### src/design/cdft_pkg.sv
`timescale 1ns / 1ps
// Shared types, codes and constants for the contour DFT coefficient block.
// Also holds the elaboration-time sine and cosine series used to build the twiddle table.
package cdft_pkg;

    localparam int COORD_W = 12;
    localparam int INDEX_W = 8;
    localparam int COEF_W  = 25;
    localparam int COUNT_W = 9;
    localparam int TW_W    = 16;

    localparam logic [COUNT_W-1:0] COUNT_RESET = 9'd150;

    localparam logic OP_LOAD    = 1'b0;
    localparam logic OP_REQUEST = 1'b1;

    localparam longint TWO_PI_Q30 = 64'sd6746518852;
    localparam longint ONE_Q30    = 64'sd1073741824;

    typedef enum logic [1:0] {
        ST_IDLE,
        ST_ACCUM,
        ST_DRAIN,
        ST_RESULT
    } state_t;

    typedef struct packed {
        logic load_we;
        logic start;
        logic issue;
        logic finish;
    } cmd_t;

    typedef struct packed {
        logic req_oor;
        logic last_k;
        logic drained;
        logic out_busy;
    } sts_t;

    function automatic longint q30_mul(longint a, longint b);
        longint unsigned p;
        p = longint'(longint'(a) * longint'(b));
        return longint'(p >> 30);
    endfunction

    // Long division of a non-negative series term by a positive divisor, truncating.
    function automatic longint series_div(longint n, longint d);
        longint unsigned num;
        longint unsigned den;
        longint unsigned quo;
        longint unsigned rem;
        num = n;
        den = d;
        quo = '0;
        rem = '0;
        for (int b = 63; b >= 0; b--)
        begin
            rem = {rem[62:0], num[b]};
            if (rem >= den)
            begin
                rem    = rem - den;
                quo[b] = 1'b1;
            end
        end
        return longint'(quo);
    endfunction

    function automatic logic signed [TW_W-1:0] q30_to_q15(longint v);
        longint r;
        longint t;
        t = (v < 0) ? 64'sd0 : v;
        r = (t + 64'sd16384) >>> 15;
        if (r > 64'sd32767)
        begin
            r = 64'sd32767;
        end
        return TW_W'(r);
    endfunction

    // Taylor series for the first quadrant, angle in Q30.
    function automatic logic signed [TW_W-1:0] tw_sin(longint a);
        longint a2;
        longint term;
        longint acc;
        longint d;
        a2   = q30_mul(a, a);
        term = a;
        acc  = a;
        for (int i = 1; i < 16; i++)
        begin
            d    = longint'((2 * i) * (2 * i + 1));
            term = series_div(q30_mul(term, a2), d);
            acc  = ((i % 2) == 1) ? acc - term : acc + term;
        end
        return q30_to_q15(acc);
    endfunction

    function automatic logic signed [TW_W-1:0] tw_cos(longint a);
        longint a2;
        longint term;
        longint acc;
        longint d;
        a2   = q30_mul(a, a);
        term = ONE_Q30;
        acc  = ONE_Q30;
        for (int i = 1; i < 16; i++)
        begin
            d    = longint'((2 * i - 1) * (2 * i));
            term = series_div(q30_mul(term, a2), d);
            acc  = ((i % 2) == 1) ? acc - term : acc + term;
        end
        return q30_to_q15(acc);
    endfunction

endpackage

### src/design/cdft_ctrl.sv
`timescale 1ns / 1ps
// Controller state machine: accepts transactions and sequences the accumulation.
// Depends on cdft_pkg for the state, command and status types.
module cdft_ctrl (
    input  logic           clk,
    input  logic           rst_n,
    input  logic           in_valid,
    input  logic           in_op,
    output logic           in_ready,
    input  cdft_pkg::sts_t sts,
    output cdft_pkg::cmd_t cmd
);
    import cdft_pkg::*;

    state_t state_reg;
    state_t state_next;

    always_ff @(posedge clk or negedge rst_n)
    begin
        if (!rst_n)
        begin
            state_reg <= ST_IDLE;
        end
        else
        begin
            state_reg <= state_next;
        end
    end

    always_comb
    begin
        state_next = state_reg;
        cmd        = '0;
        in_ready   = 1'b0;
        case (state_reg)
            ST_IDLE:
            begin
                in_ready = 1'b1;
                if (in_valid && (in_op == OP_LOAD))
                begin
                    cmd.load_we = 1'b1;
                end
                else if (in_valid && (in_op == OP_REQUEST))
                begin
                    cmd.start  = 1'b1;
                    state_next = sts.req_oor ? ST_RESULT : ST_ACCUM;
                end
            end
            ST_ACCUM:
            begin
                cmd.issue = 1'b1;
                if (sts.last_k)
                begin
                    state_next = ST_DRAIN;
                end
            end
            ST_DRAIN:
            begin
                if (sts.drained)
                begin
                    state_next = ST_RESULT;
                end
            end
            ST_RESULT:
            begin
                if (!sts.out_busy)
                begin
                    cmd.finish = 1'b1;
                    state_next = ST_IDLE;
                end
            end
            default:
            begin
                state_next = ST_IDLE;
            end
        endcase
    end

endmodule

### config.mk
export PLATFORM = sky130hd
export DESIGN_NAME = cdft_ctrl
export DESIGN_NICKNAME = d
export VERILOG_FILES = /design/src/design/cdft_pkg.sv /design/src/design/cdft_ctrl.sv
export SDC_FILE = /design/constraint.sdc
export NUM_CORES = 1
export LEC_CHECK = 0
export BUFFER_PORTS_ARGS = -buffer_cell sky130_fd_sc_hd__buf_2
export CORE_AREA = 4 4 41 43
export CTS_CLUSTER_DIAMETER = 50
export CTS_CLUSTER_SIZE = 16
export DETAILED_ROUTE_END_ITERATION = 8
export DIE_AREA = 0 0 45 47
export PLACE_DENSITY = 0.44
export SLEW_MARGIN = 10
export SYNTH_ARGS = -nofsm -noshare
export SYNTH_HDL_FRONTEND = slang
export SYNTH_SLANG_ARGS = --single-unit
### constraint.sdc
create_clock -name clk -period 1.7 [get_ports clk]
set_input_delay 0.085 -clock clk [delete_from_list [all_inputs] [get_ports clk]]
set_output_delay 0.085 -clock clk [all_outputs]
set_load 0.03 [all_outputs]
# Word-level counts from Yosys, hierarchy flattened
# Cells that the tools add are included.
[totals]
ff_bits = 2
in_bits = 8
word_cells = 29
[classes]
reduce_logical = 4
muxes = 15
n_bitwise = 1
eq_ne = 8
[op_table]
columns = ["operator", "count"]
rows = [
  ["two-way mux 2 bit", 7],
  ["!= test 2 bit, second input constant", 5],
  ["one-hot mux 2 bit (4 select lines)", 1],
  ["two-way mux 1 bit", 7],
  ["AND reduction 5 bit", 1],
  ["== test 2 bit, second input constant", 2],
  ["== test 2 x 1 -> 1 bit, second input constant", 1],
  ["logical AND 1 bit", 2],
  ["logical NOT 2 bit", 1],
  ["NOT 1 bit", 1],
]

# Logic depth before layout (Yosys ltp)
# Gate-level depths: netlist (run 1).
[depth]
depth_word = 4
ltp_mapped = 5

# Least setup slack after synthesis (run 1)
# OpenSTA, ideal clock, no wires.
[synth_timing]
kind = "flip-flop to flip-flop"
start = "register state_reg[1]"
end = "register state_reg[0]"
setup_time_ps = 126
setup_slack_ps = 143
arrival_ps = 1431
required_time_ps = 1574
stages_incl_launch_ff = 6
path_buffers = 0
path_cell_list = "dfrtp_1 -> inv_1 -> ha_1 -> nor2b_1 -> a2111o_1 -> mux2i_1"
[synth_between]
elab_chain_cells = 3
[synth_rtl]
columns = ["element", "line_no", "source"]
rows = [
  ["start, declared", "cdft_ctrl.sv:15", "state_t state_reg;"],
  ["start signal, assigned", "cdft_ctrl.sv:26", "state_reg <= state_next;"],
  ["== test 2 x 1 -> 1 bit, or another cell as far along", "cdft_ctrl.sv:35", "case (state_reg)"],
  ["!= test 2 bit (no line)", "--", ""],
  ["AND reduction 5 bit (no line)", "--", ""],
]
# Parallel ways exist; a longest one is shown, timed or not.
# A chain may end at the register's enable or synchronous reset.

# Worst setup path after layout (run 1)
[layout_timing]
start = "register state_reg[1]"
end = "register state_reg[1]"
# Same word-level chain as after synthesis.

==> impl_results.md, run 1 <==
* Dpl hpwl at around 400 µm
* Worst-margin pin slew at approximately 0.13 ns
* Hold path cells at 3
* Final worst path period need at roughly 1.5 ns
* Die span in y at approximately 47 µm
* Most common cell after layout, fill and taps aside: buf_2
* Rel. slew slack at about 90%
* Critical path fanouts, max at 4
* Hold buffers post-CTS at 1
* Final worst-path setup slack at between 0.2 and 0.25 ns
* Core Footprint at about 1300 µm²
* Final wirelength at a little under 500 µm
* Switching power at 0.265 mW
* CP endpoint kind: flop
* Clock transition at path regs at around 0.030 ns
* DR pass1 iterations at 1
* Critical Path RT at about 1.8 ns
* Vias in the first global route at 215
* Cell Area, Placed at 284 µm²
* CP startpoint kind: flop
* Setup Buffers After CTS at 0
* HP Class: in2reg
* PostCTS Resize Cnt at 0
* Root buf cell: clkbuf_4
* Post-synthesis instance area at 205 µm²
* Final Non-Filler Cells at 52
* Net count after synthesis at 34
* FP Rows at 13
* Reg power frac at 16.6%
* Synthesized area per cell at 9.77 µm²
* Starting Density at 15.8%
* Max frequency at around 680 MHz
* Final period util at 86.5%
* Area growth from synthesis to layout at 54.3%
* CTS tree: built
* Die area at around 2100 µm²
* Mapped Cells at 21
* Total power at roughly 0.57 mW
* RR Endpoint: state_reg[1]$_DFFE_PN0P_
* Sequential area share after synthesis at between 20 and 25%
* Post-route cell area at around 320 µm²
* Vias post-DR at between 150 and 200
* Status: complete, no violations
* FF-to-FF path depth at 5
* Maximum level of the CTS H-tree at 1
* Crit path kind: reg2reg
* FF-to-FF Start: state_reg[1]$_DFFE_PN0P_
* Final hold violations at 0
* Port bufs at 12
* Cell Pwr Density at approximately 1800 nW/µm²
* Synth cell types at 10
* Diode count at 0
* Hold_sp: sts[3]
* Longest Clk Path Bufs at 2
* Sum of negative setup slack at 0 ns
* Logic pwr share at between 60 and 70%
* DR vias/cell at 3.83
* R2R Setup Slk at between 0.2 and 0.25 ns
* Switching share of power at a little under half
* Max cap viols at 0
* Residual DRC at 0
* CP Data Arrival Time at ~1.6 ns
* Synth warn at 0
* Top Ports at 13
* Gp weighted congestion at about 0.74
* Clock Power Share at 18.2%
* Number of synthesized register bits at 2
* Final #Nets at 52
* Post-Place Cells at 48
* CTS Buf Count at 3
* Largest net degree at the start of global routing at 5
* Max reg flops at 2
* Internal power at approximately 0.31 mW
* Hold endpoint: state_reg[1]$_DFFE_PN0P_
* RSZ-0062 raised after global routing: false
* Die Span X at around 45 µm
* Sink Count at 2
* Clk_lat worst skew at roughly 0.22 ns
* VDD IR max at approximately 0.00067 V
* Max Slew Vio Count at 0
* Filler instances at between 100 and 150
* Routed Antenna Nets at 0
* Worst Skew at just over 0.005 ns
* Dpl ws at about 0.2 ns
* GRT Total Usage at between 6 and 7%
* Layout cells sized above 1 at about 41%
* Total grt overflow at 0
* Initial antenna violation count at 0
* Leak Pwr at between 0.15 and 0.2 nW
* Final setup viols at 0
* Wire length per cell at around 9.3 µm
* Initial DRC Count at 0
* Most frequent cells in the layout: buf_2 (12), ha_1 (5), nor2b_1 (3), mux2i_1 (3), clkbuf_4 (3)
* First-pass GRT wire length at ~860 µm
## layer usage
| layer | share of wire, % | global-route usage (%) | vias to the layer above |
|---|---|---|---|
| met5 | 0 | 0 | - |
| met4 | 0 | 5.26 | 0 |
| met3 | 17 | 3.83 | 0 |
| met2 | 32 | 7.34 | 13 |
| met1 | 51 | 7.29 | 83 |
| li1 | - | - | 103 |
## worst max-delay path: stages, from the launching register on
cell and delay, ns:
dfrtp_1 0.35, inv_1 0.10, ha_1 0.20, nor2b_1 0.13, a2111o_1 0.43, mux2i_1 0.14
## through the flow
step / utilization, % / hold WS, ns
3_3_place_gp: 21.8 / -0.128
4_1_cts: 24.3 / 0.165
5_1_grt: 24.3 / 0.191
2_1_floorplan: - / -0.211
3_5_place_dp: 21.8 / -0.128
6_report: 24.3 / 0.173
## logic make-up after synthesis
logic type | Yosys count | synth area share [%]
mux | 3 | 14.6
buf+inv | 2 | 3.66
compound gates | 2 | 9.15
flops | 2 | 24.4
simple gates | 7 | 17.7
fa+ha+maj | 5 | 30.5
## synth_stat cells
cell / n / area, µm²
a2111o_1: 1 / 11.3
a21boi_0: 1 / 7.51
and3_1: 1 / 6.26
dfrtp_1: 2 / 50.1
ha_1: 5 / 62.6
inv_1: 2 / 7.51
mux2i_1: 3 / 30.0
nand2_1: 1 / 3.75
nor2_1: 2 / 7.51
nor2b_1: 3 / 18.8
## layout make-up
type	instances	area [µm²]	share of cell area, %
inverters	2	7.51	2.37
multi-input cells	17	148	46.6
repair buffers	13	70.1	22.1
flip-flops and latches	2	50.0	15.8
clock buffers	3	22.5	7.11
well taps	15	18.8	5.93
## worst max-delay path by stage
stage	cells after the start	start	end	slack, ns
floorplan	5	state_reg[1]$_DFFE_PN0P_	state_reg[0]$_DFFE_PN0P_	0.14
detailed placement	5	state_reg[1]$_DFFE_PN0P_	state_reg[0]$_DFFE_PN0P_	0.20
finish	5	state_reg[1]$_DFFE_PN0P_	state_reg[1]$_DFFE_PN0P_	0.23
CTS	5	state_reg[1]$_DFFE_PN0P_	state_reg[1]$_DFFE_PN0P_	0.21
global placement	5	state_reg[1]$_DFFE_PN0P_	state_reg[0]$_DFFE_PN0P_	0.19
global route	5	state_reg[1]$_DFFE_PN0P_	state_reg[1]$_DFFE_PN0P_	0.1
## power groups by stage
stage / combinational (mW) / sequential [mW] / clock [mW]
floorplan: 0.294 / 0.0922 / 0
global placement: 0.377 / 0.0970 / 0
detailed placement: 0.377 / 0.0970 / 0
CTS: 0.381 / 0.0964 / 0.110
global route: 0.422 / 0.102 / 0.115
finish: 0.374 / 0.0955 / 0.104
Power figures use the tool's default switching activity.
==> inputs of run 2 (changes only) <==
- CTS_BUF_LIST: default -> sky130_fd_sc_hd__clkbuf_16
==> run 2 against run 1 <==
  * Global-route usage is the same
  * Cell area grew 17%
  * First-iteration DRC count is the same
  * Worst setup slack lost 0.0017 ns
  * Final cell count is the same
  * Core utilization grew 4.0 points
  * Count of clock-buffer cells in the layout is the same
==> impl_results.md, run 2 (synthesis results as in run 1) <==
* Status: complete, no violations
* Setup Buffers After CTS at 0 (unchanged)
* Root buf cell: clkbuf_16
* Residual DRC at 0 (unchanged)
* Final #Nets at 52 (unchanged)
* First-pass GRT wire length at 876 µm (+1.6%)
* Initial antenna violation count at 0 (unchanged)
* Most common cell after layout, fill and taps aside: buf_2
* FF-to-FF path depth at 5 (unchanged)
* HP Class: in2async
* Max frequency at 679 MHz (-0.11%)
* Maximum level of the CTS H-tree at 1 (unchanged)
* Wire length per cell at 9.50 µm (+1.6%)
* Cell Pwr Density at 2220 nW/µm² (+23%)
* RR Endpoint: state_reg[0]$_DFFE_PN0P_
* CTS Buf Count at 3 (unchanged)
* Top Ports at 13 (unchanged)
* Final worst path period need at 1.47 ns (+0.00165 ns)
* Vias in the first global route at 214 (-0.47%)
* Layout cells sized above 1 at 40.5% (unchanged)
* CTS tree: built
* Die span in y at 47 µm (unchanged)
* Largest net degree at the start of global routing at 5 (unchanged)
* Diode count at 0 (unchanged)
* Sum of negative setup slack at 0 ns (unchanged)
* Longest Clk Path Bufs at 2 (unchanged)
* Final period util at 86.6% (+0.097 points)
* Clk_lat worst skew at 0.22 ns (about the same)
* Sink Count at 2 (unchanged)
* Crit path kind: reg2reg
* Final setup viols at 0 (unchanged)
* Vias post-DR at 199 (unchanged)
* Final Non-Filler Cells at 52 (unchanged)
* CP endpoint kind: flop
* Core Footprint at 1300 µm² (unchanged)
* Clock transition at path regs at 0.03 ns (about the same)
* Filler instances at 143 (-2.1%)
* Rel. slew slack at 91.0% (about the same)
* Max Slew Vio Count at 0 (unchanged)
* DR vias/cell at 3.83 (unchanged)
* Leak Pwr at 0.208 nW (+13%)
* GRT Total Usage at 6.09% (unchanged)
* Worst Path Buf+Inv at 1 (unchanged)
* Final wirelength at 494 µm (+1.6%)
* DR pass1 iterations at 1 (unchanged)
* FP Rows at 13 (unchanged)
* FF-to-FF Start: state_reg[1]$_DFFE_PN0P_
* Worst Skew at 0.00175 ns (-0.00332 ns)
* Post-Place Cells at 48 (unchanged)
* Crit path to: state_reg[0]$_DFFE_PN0P_
* Area growth from synthesis to layout at 79.9%
* Max reg flops at 2 (unchanged)
* Starting Density at 15.8% (unchanged)
* Worst-margin pin slew at 0.131 ns (+0.000637 ns)
* Gp weighted congestion at 0.743 (unchanged)
* Critical path fanouts, max at 4 (unchanged)
* Critical Path RT at 1.79 ns (about the same)
* Die Span X at 45 µm (unchanged)
* RSZ-0062 raised after global routing: false
* VDD IR max at 0.000857 V (+28%)
* R2R Setup Slk at 0.23 ns (about the same)
* CP startpoint kind: flop
* Critical path's top delay family: compound AO/OA/AOI/OAI gates
* Initial DRC Count at 0 (unchanged)
* Slowest CP cell: a2111o_1
* PostCTS Resize Cnt at 0 (unchanged)
* CP Data Arrival Time at 1.57 ns (about the same)
* CP peak stage delay at 0.43 ns (about the same)
* Final hold violations at 0 (unchanged)
* Total grt overflow at 0 (unchanged)
* Crit. Startpoint: state_reg[1]$_DFFE_PN0P_
* Worst path depth at 5 (unchanged)
* Port bufs at 12 (unchanged)
* Routed Antenna Nets at 0 (unchanged)
* Die area at 2120 µm² (unchanged)
* Dpl hpwl at 403 µm (unchanged)
* Critical Path, Cell by Cell: inv_1 > ha_1 > nor2b_1 > a2111o_1 > mux2i_1
* Max cap viols at 0 (unchanged)
* Hold buffers post-CTS at 1 (unchanged)
* Most frequent cells in the layout: buf_2 (12), ha_1 (5), nor2b_1 (3), mux2i_1 (3), clkbuf_16 (3)
-- run 2: worst min path at each step --
| stage | start | depth (start not counted) | endpoint | slack (ns) |
|---|---|---|---|---|
| floorplan | rst_n | 0 | state_reg[0]$_DFFE_PN0P_ | -0.21 |
| global placement | rst_n | 1 | state_reg[1]$_DFFE_PN0P_ | -0.13 |
| detailed placement | rst_n | 1 | state_reg[0]$_DFFE_PN0P_ | -0.13 |
| CTS | rst_n | 2 | state_reg[0]$_DFFE_PN0P_ | 0.18 |
| global route | rst_n | 2 | state_reg[0]$_DFFE_PN0P_ | 0.21 |
| finish | rst_n | 2 | state_reg[0]$_DFFE_PN0P_ | 0.18 |
-- run 2: metrics by stage --
stage	worst slack [ns]	cell area [µm²]	hold WS [ns]	utilization, %	total power, mW
2_1_floorplan	0.143	205	-0.211	-	0.387
3_3_place_gp	0.190	284	-0.128	21.8	0.474
3_5_place_dp	0.205	284	-0.128	21.8	0.474
4_1_cts	0.208	369	0.175	28.4	0.835
5_1_grt	0.0963	369	0.210	28.4	0.889
6_report	0.228	369	0.175	28.4	0.820
-- run 2: layout make-up --
type / instances / area [µm²] / area share, %
sequential: 2 / 50.0 / 13.6
tap: 15 / 18.8 / 5.08
clock buffer: 3 / 75.1 / 20.3
multi-input combinational: 17 / 148 / 40.0
inverter: 2 / 7.51 / 2.03
timing repair buffer: 13 / 70.1 / 19.0
-- run 2: layer usage --
metal	track usage (%)	up-vias	part of all wire [%]
li1	-	102	-
met1	7.74	84	51
met2	7.63	13	32
met3	1.53	0	16
met4	7.02	0	0
met5	0	-	0
-- run 2: where the power goes --
group	total, mW	switching, mW	internal [mW]	leakage, nW
logic	0.374	0.219	0.154	0.148
registers	0.0956	0.0196	0.0759	0.0235
clock network	0.351	0.0518	0.299	0.0370
total	0.820	0.291	0.530	0.208
==> inputs of run 3 (changes only) <==
- ABC_AREA: default -> 1
- PLACE_DENSITY: 0.44 -> 0.5
==> run 3 against run 2 <==
  * Synthesized cell count up 81%
  * Flip-flop and latch count unchanged
  * Maximum frequency up 3.1%
  * Die area unchanged
  * Combinational power up 21%
  * Global-route usage down 0.32 points
  * Clock skew down 0.0012 ns
  * Register-to-register slack better by 0.30 ns
==> impl_results.md, run 3 <==
* Die area at 2120 µm² (unchanged)
* Max Slew Vio Count at 0 (unchanged)
* Final period util at 84.0% (-2.6 points)
* FF-to-FF Start: state_reg[0]$_DFFE_PN0P_
* GRT Total Usage at 5.77% (-0.32 points)
* Status: complete, no violations
* Total power at 0.902 mW (+9.9%)
* Sink Count at 2 (unchanged)
* CTS tree: built
* Worst Skew at 0.000521 ns (-0.00123 ns)
* Area growth from synthesis to layout at 60.1%
* Wire length per cell at 7.84 µm (-17%)
* Port bufs at 12 (unchanged)
* Die Span X at 45 µm (unchanged)
* Clock transition at path regs at 0.03 ns (about the same)
* Core Footprint at 1300 µm² (unchanged)
* Critical path fanouts, max at 4 (unchanged)
* Net count after synthesis at 51 (+50%)
* Max reg flops at 2 (unchanged)
* R2R Setup Slk at 0.53 ns (+0.30 ns)
* Ys flop type: dfrtp_1
* Leak Pwr at 0.261 nW (+25%)
* Area contributors post-synth: ha_1 (23%), dfrtp_1 (18%), nand2_1 (14%)
* Final hold violations at 0 (unchanged)
* Max cap viols at 0 (unchanged)
* Slowest CP cell: dfrtp_1
* Layout cells sized above 1 at 42.6% (+2.1 points)
* Dpl hpwl at 437 µm (+8.4%)
* Area leader, netlist: ha_1
* Crit path kind: reg2out
* Final wirelength at 541 µm (+9.5%)
* CTS Buf Count at 3 (unchanged)
* Top Ports at 13 (unchanged)
* Area share of the largest cell type after synthesis at 22.9% (-7.6 points)
* HP Class: in2async
* Most instantiated cells after synthesis: nand2_1 (10), inv_1 (8), ha_1 (5)
* Max frequency at 700 MHz (+3.1%)
* Sum of negative setup slack at 0 ns (unchanged)
* Synth warn at 0 (unchanged)
* Residual DRC at 0 (unchanged)
* Largest net degree at the start of global routing at 5 (unchanged)
* Cell Pwr Density at 2060 nW/µm² (-7.1%)
* Gp weighted congestion at 0.707 (-4.9%)
* Most common cell after layout, fill and taps aside: buf_2
* Maximum level of the CTS H-tree at 1 (unchanged)
* Most frequent cells in the layout: buf_2 (12), nand2_1 (10), inv_1 (8)
* Initial antenna violation count at 0 (unchanged)
* Vias in the first global route at 227 (+6.1%)
* Count leader, synth: nand2_1
* Rel. slew slack at 87.2% (-3.8 points)
* Die span in y at 47 µm (unchanged)
* Final setup viols at 0 (unchanged)
* Critical path's top delay family: flip-flops
* FF-to-FF path depth at 7 (+2)
* DR pass1 iterations at 1 (unchanged)
* Longest Clk Path Bufs at 2 (unchanged)
* Worst-margin pin slew at 0.192 ns (+0.0615 ns)
* Initial DRC Count at 0 (unchanged)
* Final #Nets at 69 (+33%)
* Synth cell types at 12 (+2)
* Most frequent CP cell: inv_1
* Post-synthesis instance area at 273 µm² (+33%)
* Final worst path period need at 1.43 ns (-0.0440 ns)
* CP startpoint kind: flop
* Diode count at 0 (unchanged)
* DR vias/cell at 3.71 (-3.1%)
* Worst Path Buf+Inv at 3 (+2)
* Root buf cell: clkbuf_16
* Async set-reset flop share out of synthesis at 100% (unchanged)
* Setup Buffers After CTS at 0 (unchanged)
* Routed Antenna Nets at 0 (unchanged)
* First-pass GRT wire length at 828 µm (-5.5%)
* Number of synthesized register bits at 2 (unchanged)
* RR Endpoint: state_reg[0]$_DFFE_PN0P_
* Synthesized area per cell at 7.18 µm² (-27%)
* Total grt overflow at 0 (unchanged)
* Starting Density at 21.0% (+5.2 points)
* Critical Path RT at 1.62 ns (-0.17 ns)
* CP endpoint kind: output port
* FP Rows at 13 (unchanged)
* Clk_lat worst skew at 0.22 ns (about the same)
* Vias post-DR at 256 (+29%)
* Critical Path, Cell by Cell: inv_1 > ha_1 > inv_1 > nor2_1 > buf_2
* RSZ-0062 raised after global routing: false
* VDD IR max at 0.00113 V (+32%)
* CP Data Arrival Time at 1.34 ns (-0.23 ns)
* Sequential area share after synthesis at 18.3% (-6.0 points)
* CP peak stage delay at 0.40 ns (-0.03 ns)
* Post-synth EDFFs at 0 (unchanged)
* Mapped Cells at 38 (+81%)
[run 3: changes by cell type after synthesis, moves of 2 or more]
| cell | change |
|---|---|
| nand2_1 | +9 |
| inv_1 | +6 |
| mux2i_1 | -3 |
| nor2b_1 | -3 |
| nand2_2 | +2 |
| nand2_4 | +2 |
| nand4_1 | +2 |
[run 3: layout make-up]
class	count	area, µm²
fill	158	865
clock buffer	3	75.1
tap	15	18.8
timing repair buffer	13	70.1
multi-input combinational	27	189
inverter	9	33.8
sequential	2	50.0
[run 3: worst max-delay path by stage]
stage,start,end,slack [ns],cells past startpoint
after floorplan,state_reg[0]$_DFFE_PN0P_,cmd[3],0.20,4
after global placement,state_reg[0]$_DFFE_PN0P_,cmd[3],0.51,5
after detailed placement,state_reg[0]$_DFFE_PN0P_,cmd[3],0.50,5
after CTS,state_reg[0]$_DFFE_PN0P_,cmd[3],0.26,5
after global routing,state_reg[0]$_DFFE_PN0P_,cmd[2],0.15,5
final,state_reg[0]$_DFFE_PN0P_,cmd[2],0.27,5
[run 3: power by group]
part / leakage [nW] / switching, mW / internal, mW
Combinational: 0.200 / 0.289 / 0.163
Clock: 0.0370 / 0.0517 / 0.299
Sequential: 0.0245 / 0.0248 / 0.0742
[run 3: worst reg2reg max path: stages, from the launching register on]
cell,delay (ns)
dfrtp_1,0.40
inv_1,0.12
ha_1,0.18
inv_1,0.06
nor2_2,0.12
nor2_4,0.04
nand4_1,0.07
nand2_1,0.06
[run 3: metal layers]
layer	routed length [µm]	vias to the layer above	global-route usage, %
met5	0	-	0
met4	0	0	7.02
met3	41	0	1.15
met2	259	9	9.60
met1	241	103	5.45
li1	-	144	-
[run 3: per-stage QoR]
stage               hold slack (ns)  util (%)  setup WS (ns)  cell area (µm²)  std cells
finish                        0.173      33.6          0.272              437         69
global route                  0.185      33.6          0.145              437         69
CTS                           0.171      33.6          0.264              437         69
detailed placement           -0.130      27.0          0.497              352         65
global placement             -0.129      27.0          0.508              352         65
floorplan                    -0.211         -          0.201              273         38
[run 3: repair_timing]
action / CTS / global route
endpoints found under the hold margin: 2 / 0
hold buffers: 1 / 0
gates resized for setup: 0 / 0
[run 3: cells by family (layout without fill, tap and decap cells)]
group         count (synthesis)  count (layout)  synth area share [%]
fa+ha+maj                     5               5                  22.9
simple gates                 22              22                  46.3
flops                         2               2                  18.3
buf+inv                       9              25                  12.4
